File: src/rtl/core/ucdc_pkg.sv
// ----------------------------------------------------------------------------
// ucdc_pkg
// Shared types and constants of the CDC ACM control request handler.
// ----------------------------------------------------------------------------
package ucdc_pkg;

  // Event kinds carried on the input tuser
  typedef enum logic [1:0] {
    OP_SETUP    = 2'd0,
    OP_OUT_DATA = 2'd1,
    OP_IN_DONE  = 2'd2
  } op_t;

  // Reply kinds carried on the output tuser
  typedef enum logic [1:0] {
    RK_NONE   = 2'd0,
    RK_STATUS = 2'd1,
    RK_DATA   = 2'd2
  } reply_kind_t;

  // Setup signatures {bmRequestType, bRequest}
  localparam logic [15:0] REQ_SET_LINE_CODING = 16'h2120;
  localparam logic [15:0] REQ_SET_CTRL_LINE   = 16'h2122;
  localparam logic [15:0] REQ_GET_LINE_CODING = 16'hA121;

  localparam logic [31:0] BOOT_TOUCH_BAUD = 32'd1200;
  localparam logic [3:0]  CTRL_EP         = 4'd0;

  localparam int unsigned CODING_BYTES = 7;
  localparam int unsigned BYTE_IDX_W   = $clog2(CODING_BYTES);
  localparam logic [BYTE_IDX_W-1:0] LAST_BYTE_IDX = BYTE_IDX_W'(CODING_BYTES - 1);

  localparam int unsigned IN_DATA_W  = 104;
  localparam int unsigned OUT_DATA_W = 16;

  // Input item payload, last field in the lowest bits
  typedef struct packed {
    logic [7:0]  new_data_bits;
    logic [7:0]  new_parity;
    logic [7:0]  new_char_format;
    logic [31:0] new_rate;
    logic [7:0]  index_low;
    logic [7:0]  value_low;
    logic [7:0]  request_code;
    logic [7:0]  request_type;
    logic [7:0]  target;
    logic [3:0]  endpoint;
  } item_t;

  typedef struct packed {
    logic [31:0] baud_rate;
    logic [7:0]  stop_bits_code;
    logic [7:0]  parity_code;
    logic [7:0]  data_bits_count;
  } coding_t;

  typedef struct packed {
    coding_t    coding;
    logic [7:0] line_state;
    logic       coding_pending;
  } ctl_state_t;

  typedef struct packed {
    logic        handled;
    reply_kind_t kind;
    logic [7:0]  reply_byte;
    logic        boot_req;
    logic        last;
  } result_t;

endpackage

File: src/rtl/core/usb_cdc_acm_control_requests.sv
// ----------------------------------------------------------------------------
// usb_cdc_acm_control_requests
// Control-interface request handler of a CDC ACM serial function.
// ----------------------------------------------------------------------------
//
//  channel | direction | ports                          | payload
//  --------+-----------+--------------------------------+------------------------
//  in      | slave     | in_tvalid/in_tready            | tuser: op, tdata: event
//  out     | master    | out_tvalid/out_tready/tlast    | tuser: reply_kind
//  cfg     | write     | cfg_we/cfg_wdata               | control_interface
//
//  An event is held in an input register while its results are formed; each
//  result goes to an output register. One-result events move at one
//  transaction per cycle while the output is not stalled; GET_LINE_CODING holds
//  the input register while the byte counter steps through its seven reply bytes.
//  rst_n is synchronous and active low; it clears the line coding, line state,
//  pending mark and interface number. A stalled output holds its result and
//  the held event, and the input takes a new transaction once the held event
//  has issued its last result.
// ----------------------------------------------------------------------------
module usb_cdc_acm_control_requests (
  input  logic                             clk,
  input  logic                             rst_n,
  // configuration
  input  logic                             cfg_we,
  input  logic [7:0]                       cfg_wdata,
  // event input
  input  logic                             in_tvalid,
  output logic                             in_tready,
  input  logic [ucdc_pkg::IN_DATA_W-1:0]   in_tdata,  // endpoint, target, request_type,
                                                      // request_code, value_low,
                                                      // index_low, new_rate,
                                                      // new_char_format, new_parity,
                                                      // new_data_bits, zero fill
  input  logic [1:0]                       in_tuser,  // op
  // result output
  output logic                             out_tvalid,
  input  logic                             out_tready,
  output logic [ucdc_pkg::OUT_DATA_W-1:0]  out_tdata, // handled, reply_byte,
                                                      // bootloader_request, zero fill
  output logic [1:0]                       out_tuser, // reply_kind
  output logic                             out_tlast
);
  import ucdc_pkg::*;

  // Configuration register
  logic [7:0] ctrl_if_r;

  // Held event
  logic       hold_vld_r;
  logic [1:0] hold_op_r;
  item_t      hold_item_r;
  logic [BYTE_IDX_W-1:0] byte_idx_r;

  // Function state
  ctl_state_t state_r;
  ctl_state_t state_nxt;

  // Output register
  logic       res_vld_r;
  result_t    res_r;

  result_t    cur_res;
  logic       res_free;
  logic       step;
  logic       pop;

  ucdc_req_dec u_dec (
    .op        (hold_op_r),
    .item      (hold_item_r),
    .ctrl_if   (ctrl_if_r),
    .state     (state_r),
    .byte_idx  (byte_idx_r),
    .result    (cur_res),
    .state_nxt (state_nxt)
  );

  // Advance when the output register is empty or being drained
  assign res_free  = !res_vld_r || out_tready;
  assign step      = hold_vld_r && res_free;
  assign pop       = step && cur_res.last;
  assign in_tready = !hold_vld_r || pop;

  always_ff @(posedge clk) begin
    if (!rst_n) begin
      ctrl_if_r <= 8'd0;
    end else if (cfg_we) begin
      ctrl_if_r <= cfg_wdata;
    end
  end

  // Input register: load a new transaction, drop the event after its last result
  always_ff @(posedge clk) begin
    if (!rst_n) begin
      hold_vld_r <= 1'b0;
      byte_idx_r <= '0;
    end else begin
      if (in_tvalid && in_tready) begin
        hold_vld_r <= 1'b1;
      end else if (pop) begin
        hold_vld_r <= 1'b0;
      end
      if (pop) begin
        byte_idx_r <= '0;
      end else if (step) begin
        byte_idx_r <= byte_idx_r + 1'b1;
      end
    end
  end

  always_ff @(posedge clk) begin
    if (in_tvalid && in_tready) begin
      hold_op_r   <= in_tuser;
      hold_item_r <= item_t'(in_tdata[$bits(item_t)-1:0]);
    end
  end

  // Commit state changes with the result that carries them
  always_ff @(posedge clk) begin
    if (!rst_n) begin
      state_r <= '0;
    end else if (step) begin
      state_r <= state_nxt;
    end
  end

  // Output register
  always_ff @(posedge clk) begin
    if (!rst_n) begin
      res_vld_r <= 1'b0;
    end else if (res_free) begin
      res_vld_r <= hold_vld_r;
    end
  end

  always_ff @(posedge clk) begin
    if (step) begin
      res_r <= cur_res;
    end
  end

  assign out_tvalid = res_vld_r;
  assign out_tdata  = {{(OUT_DATA_W - 10){1'b0}}, res_r.boot_req, res_r.reply_byte,
                       res_r.handled};
  assign out_tuser  = res_r.kind;
  assign out_tlast  = res_r.last;

  // A byte counter past zero only exists while a GET_LINE_CODING is held
  a_idx_held: assert property (@(posedge clk) disable iff (!rst_n)
    (byte_idx_r != '0) |-> hold_vld_r)
    else $error("byte counter advanced with no held event");

  // Reply bytes come back to back until the last one
  a_data_run: assert property (@(posedge clk) disable iff (!rst_n)
    (out_tvalid && out_tready && (out_tuser == RK_DATA) && !out_tlast)
    |=> (out_tvalid && (out_tuser == RK_DATA)))
    else $error("reply byte run broken");

  // Only reply data spans several results
  a_single_last: assert property (@(posedge clk) disable iff (!rst_n)
    (out_tvalid && (out_tuser != RK_DATA)) |-> out_tlast)
    else $error("non-data result not marked last");

  // A bootloader request only rides on a handled status packet
  a_boot_status: assert property (@(posedge clk) disable iff (!rst_n)
    (out_tvalid && out_tdata[9]) |-> (out_tdata[0] && (out_tuser == RK_STATUS)))
    else $error("bootloader request outside status packet");

endmodule

File: src/rtl/core/ucdc_req_dec.sv
// ----------------------------------------------------------------------------
// ucdc_req_dec
// Decodes one held event into its current result and the next function state.
// ----------------------------------------------------------------------------
module ucdc_req_dec (
  input  logic [1:0]                   op,
  input  ucdc_pkg::item_t              item,
  input  logic [7:0]                   ctrl_if,
  input  ucdc_pkg::ctl_state_t         state,
  input  logic [ucdc_pkg::BYTE_IDX_W-1:0] byte_idx,
  output ucdc_pkg::result_t            result,
  output ucdc_pkg::ctl_state_t         state_nxt
);
  import ucdc_pkg::*;

  logic [15:0] sig;
  logic        to_ctrl;
  logic        ep_ctrl;
  logic        was_touch;
  logic [7:0]  coding_byte;

  assign sig       = {item.request_type, item.request_code};
  assign to_ctrl   = (item.index_low == ctrl_if);
  assign ep_ctrl   = (item.endpoint == CTRL_EP) && (item.target == ctrl_if);
  assign was_touch = (state.coding.baud_rate == BOOT_TOUCH_BAUD);

  // Little-endian baud first, then stop bits, parity, data bits
  always_comb begin
    case (byte_idx)
      3'd0:    coding_byte = state.coding.baud_rate[7:0];
      3'd1:    coding_byte = state.coding.baud_rate[15:8];
      3'd2:    coding_byte = state.coding.baud_rate[23:16];
      3'd3:    coding_byte = state.coding.baud_rate[31:24];
      3'd4:    coding_byte = state.coding.stop_bits_code;
      3'd5:    coding_byte = state.coding.parity_code;
      3'd6:    coding_byte = state.coding.data_bits_count;
      default: coding_byte = 8'd0;
    endcase
  end

  always_comb begin
    state_nxt         = state;
    result.handled    = 1'b0;
    result.kind       = RK_NONE;
    result.reply_byte = 8'd0;
    result.boot_req   = 1'b0;
    result.last       = 1'b1;
    unique case (op)
      OP_SETUP: begin
        if (to_ctrl && (sig == REQ_SET_LINE_CODING)) begin
          state_nxt.coding_pending = 1'b1;
          result.handled           = 1'b1;
        end else if (to_ctrl && (sig == REQ_SET_CTRL_LINE)) begin
          state_nxt.line_state = item.value_low;
          result.handled       = 1'b1;
          result.kind          = RK_STATUS;
          result.boot_req      = (item.value_low == 8'd0) && was_touch;
        end else if (to_ctrl && (sig == REQ_GET_LINE_CODING)) begin
          result.handled    = 1'b1;
          result.kind       = RK_DATA;
          result.reply_byte = coding_byte;
          result.last       = (byte_idx == LAST_BYTE_IDX);
        end
      end
      OP_OUT_DATA: begin
        if (ep_ctrl && state.coding_pending) begin
          state_nxt.coding.baud_rate       = item.new_rate;
          state_nxt.coding.stop_bits_code  = item.new_char_format;
          state_nxt.coding.parity_code     = item.new_parity;
          state_nxt.coding.data_bits_count = item.new_data_bits;
          result.handled  = 1'b1;
          result.kind     = RK_STATUS;
          result.boot_req = (item.new_rate == 32'd0) && was_touch;
        end
      end
      OP_IN_DONE: begin
        result.handled = ep_ctrl;
      end
      default: begin
        result.handled = 1'b0;
      end
    endcase
  end

endmodule
File: config.mk
export PLATFORM = sky130hd
export DESIGN_NAME = usb_cdc_acm_control_requests
export DESIGN_NICKNAME = d
export VERILOG_FILES = /design/src/rtl/core/ucdc_pkg.sv /design/src/rtl/core/usb_cdc_acm_control_requests.sv /design/src/rtl/core/ucdc_req_dec.sv
export SDC_FILE = /design/constraint.sdc
export NUM_CORES = 1
export LEC_CHECK = 0
export BUFFER_PORTS_ARGS = -buffer_cell sky130_fd_sc_hd__buf_2
export CORE_ASPECT_RATIO = 0.7
export CORE_MARGIN = 4
export CORE_UTILIZATION = 40
export CTS_CLUSTER_DIAMETER = 80
export DETAILED_ROUTE_END_ITERATION = 12
export PLACE_DENSITY_LB_ADDON = 0.12
export SLEW_MARGIN = 20
export SYNTH_ARGS = -nofsm -noshare
export SYNTH_HDL_FRONTEND = slang
export SYNTH_SLANG_ARGS = --single-unit
File: constraint.sdc
create_clock -name clk -period 2.9 [get_ports clk]
set_clock_uncertainty 0.2 [all_clocks]
set_input_delay 0 -clock clk [delete_from_list [all_inputs] [get_ports clk]]
set_output_delay 0 -clock clk [all_outputs]
set_load 0.01 [all_outputs]
==> impl_results.md <==
- Worst setup path startpoint: hold_item_r[24]
- Crit path cell chain: nor4b_2, nand4_1, or4b_1, a21o_1, and2_4, buf_12
- Clock Path Buffers: 2
- Sw frac: 0.215
- VDD IR max: 345 uV
- Clock network fraction of total power: 0.392
- Setup crit end kind: register
- N_diodes: 0
- Worst slew pin tran: approximately 0.82 ns
- F_max: between 0.3 and 0.4 GHz
- Hold-critical path depth: 2
- Fin. Hold Viols: 0
- Port Buffers: 129
- Period utilization: 0.924
- Synth cell types: 38
- Crit-path max FO: 43
- Root buffer cell: clkbuf_16
- Number of clock sinks: between 150 and 200
- Hpwl dp: approximately 11 mm
- Setup WS post-layout: 0.222 ns
- Synth Register Bits: about 190
- Crit path required time: about 2.9 ns
- Residual DRC: 0
- Initial Util: 0.409
- Die footprint: around 20000 um2
- Metal3 WL: between 1 and 1.5 mm
- Final max-slew violation count: 0
- Gp weighted congestion: 0.824
- CTS Buf Count: 17
- Final nets: around 920
- Max layer used: met4
- Pwr per Cell Area: between 500 and 600 nW/um2
- Worst path max stage delay: ~0.55 ns
- Detailed router's first-iteration violation count: 491
- Met2 Wirelength: 7.93 mm
- Pre-CTS setup slack: ~0.15 ns
- DRT antenna net count: 0
- Final setup vio count: 0
- Postcts setup bufs: 0
- DR vias: 5360
- Int Power: between 4 and 5 mW
- First-pass GRT wire length: between 20 and 30 mm
- Reg2reg end: hold_item_r[81]
- Status: complete, no violations
- Die width: between 150 and 200 um
- Vias in the first global route: roughly 5600
- Num rows: 40
- Worst-Skew Late Latency: between 0.4 and 0.5 ns
- R2R depth: 6
- Leakage power: ~3.5 nW
- CP Class: reg -> reg
- Worst Hold End: hold_item_r[60]
- Post-synthesis sequential area ratio: 0.692
- Most common cell after layout, fill and taps aside: buf_2
- Slowest stage cell, crit path: or4b_1
- Worst EP arrival: 2.64 ns
- Area Overhead vs Synth: 37.5%
- Hold_sp: in_tdata[60]
- DRT Pass-1 Iters: 9
- Core box area: 17200 um2
- DR vias/cell: 5.16
- YS warnings: 0
- Unrepaired setup endpoints after global routing: no
- Routed WL per cell: ~17 um
- Crit start category: register
- H-tree levels: 4
- Commonest cells after routing, fill and taps aside: buf_2 (129), dlygate4sd3_1 (121), edfxtp_1 (115)
- RR Startpoint: hold_item_r[24]
- Die H: 119 um
- CTS tree: yes
- Cells after synthesis: 555
- Worst hold path class: in -> reg
- Kind of cell adding the most delay to the critical path: simple AND/OR/NAND/NOR gates
- Logic pwr share: 0.073
- Fillers: approximately 1400
- Seq pwr share: 0.535
- GR Overflow Total: 0
- R2r setup slk: 0.22 ns
- Initial antenna violation count: 0
- IO Pins: 140
- Switching pwr: roughly 1.2 mW
- Fin crit period: approximately 2.7 ns
- Post-Syn Area per Cell: 12.6 um2
- Max_cap viols: 0
- Setup tns final: 0 ns
- Largest net degree at the start of global routing: 73
- Gr usage total: 0.183
- Clock-pin slew on the worst setup and hold paths: approximately 0.070 ns
- Met1 WL: between 8 and 9 mm
- Layout cells sized above 1: 0.219
- Routed wire length: 17.5 mm
- Syn Std Cell Area: approximately 7000 um2
- Relative slew slack: 0.449
- WP buf/inv: 1
## worst reg2reg max path: cells and delay by family, from the launching register on
kind / cells / cell delay (ns)
compound gates: 1 / 0.24
flops: 1 / 0.38
simple gates: 4 / 1.35
buf+inv: 1 / 0.22
## synthesized netlist by cell type (all sizes together)
library cell    n  area (um2)
edfxtp        115        3450
dfxtp          70        1400
a21oi          69         349
nand3          62         310
o21ai          58         290
clkbuf         29         109
nor2           21        78.8
nor4           18         113
a222oi         16         160
buf            16         116
mux2i          16         160
xnor2          16         140
nand4           8        50.1
inv             6        22.5
ha              5        62.6
nor4b           5        50.0
nand2           4        15.0
nor3            4        20.0
nand2b          3        18.8
clkinv          2        7.51
nand3b          2        15.0
a21o            1        7.51
a31oi           1        6.26
a32oi           1        8.76
and2            1        8.76
and3            1        6.26
conb            1        3.75
o32ai           1        8.76
o41ai           1        8.76
or4             1        7.51
or4b            1        10.0
## state kept, by name (all words and copies together) (netlist names)
register / flops
hold_op_r: 2
out_tdata: 10
byte_idx_r: 3
out_tvalid: 1
out_tuser: 2
state_r: 57
out_tlast: 1
hold_vld_r: 1
ctrl_if_r: 8
hold_item_r: 100
## cells by family (layout without fill, tap and decap cells)
| family | Yosys count | after routing | share of synthesized area |
|---|---|---|---|
| fa+ha+maj | 5 | 5 | 0.00891 |
| buf+inv | 53 | 301 | 0.0364 |
| simple gates | 131 | 131 | 0.100 |
| mux | 16 | 16 | 0.0228 |
| other cells | 1 | 6 | 0.000534 |
| flops | 185 | 185 | 0.692 |
| xor+xnor | 16 | 16 | 0.0200 |
| compound gates | 148 | 148 | 0.120 |
## per-stage QoR
| stage | cells | instance area (um2) | total power, mW | hold slack [ns] | utilization |
|---|---|---|---|---|---|
| after global placement | 886 | 7870 | 3.28 | -0.0226 | 0.459 |
| after global routing | 1039 | 9650 | 5.75 | 0.0621 | 0.562 |
| after CTS | 1039 | 9650 | 5.60 | 0.0628 | 0.562 |
| final | 1039 | 9650 | 5.55 | 0.0809 | 0.562 |
| after detailed placement | 886 | 7870 | 3.29 | -0.0219 | 0.459 |
| after floorplan | 560 | 7040 | 3.15 | -0.101 | - |
## layout make-up
| cell class | count | area (um2) | area share |
|---|---|---|---|
| Sequential cell | 185 | 4850 | 0.503 |
| Timing Repair Buffer | 261 | 1980 | 0.205 |
| Multi-Input combinational cell | 322 | 1940 | 0.201 |
| Clock buffer | 24 | 502 | 0.0520 |
| Tap cell | 231 | 289 | 0.0299 |
| Clock inverter | 8 | 58.8 | 0.00609 |
| Inverter | 8 | 30.0 | 0.00311 |
## layer usage
layer	vias up	global-route usage
li1	2584	-
met1	2561	0.250
met2	195	0.288
met3	20	0.0531
met4	0	0.0470
met5	-	0
## how the worst max path moves through the flow
| stage | end | slack, ns | cells after the start |
|---|---|---|---|
| after floorplan | hold_item_r[0] | 0.18 | 8 |
| after global placement | hold_item_r[82] | 0.15 | 6 |
| after detailed placement | hold_item_r[81] | 0.15 | 6 |
| after CTS | hold_item_r[81] | 0.12 | 6 |
| after global routing | hold_item_r[81] | 0.05 | 6 |
| final | hold_item_r[81] | 0.22 | 6 |
## power by group through the flow
stage | Combinational (mW) | Sequential (mW) | Clock [mW]
after global placement | 0.263 | 3.02 | 0
after floorplan | 0.136 | 3.01 | 0
final | 0.405 | 2.96 | 2.18
after global routing | 0.443 | 2.97 | 2.33
after CTS | 0.403 | 2.96 | 2.23
after detailed placement | 0.272 | 3.02 | 0
## what timing repair did
action / in CTS / in global routing
endpoints found under the hold margin: 129 / 0
resized for setup: 0 / 1
hold buffers: 121 / 0
endpoints found under the setup margin: 0 / 77
No activity file was read; power rests on OpenSTA's default activity.
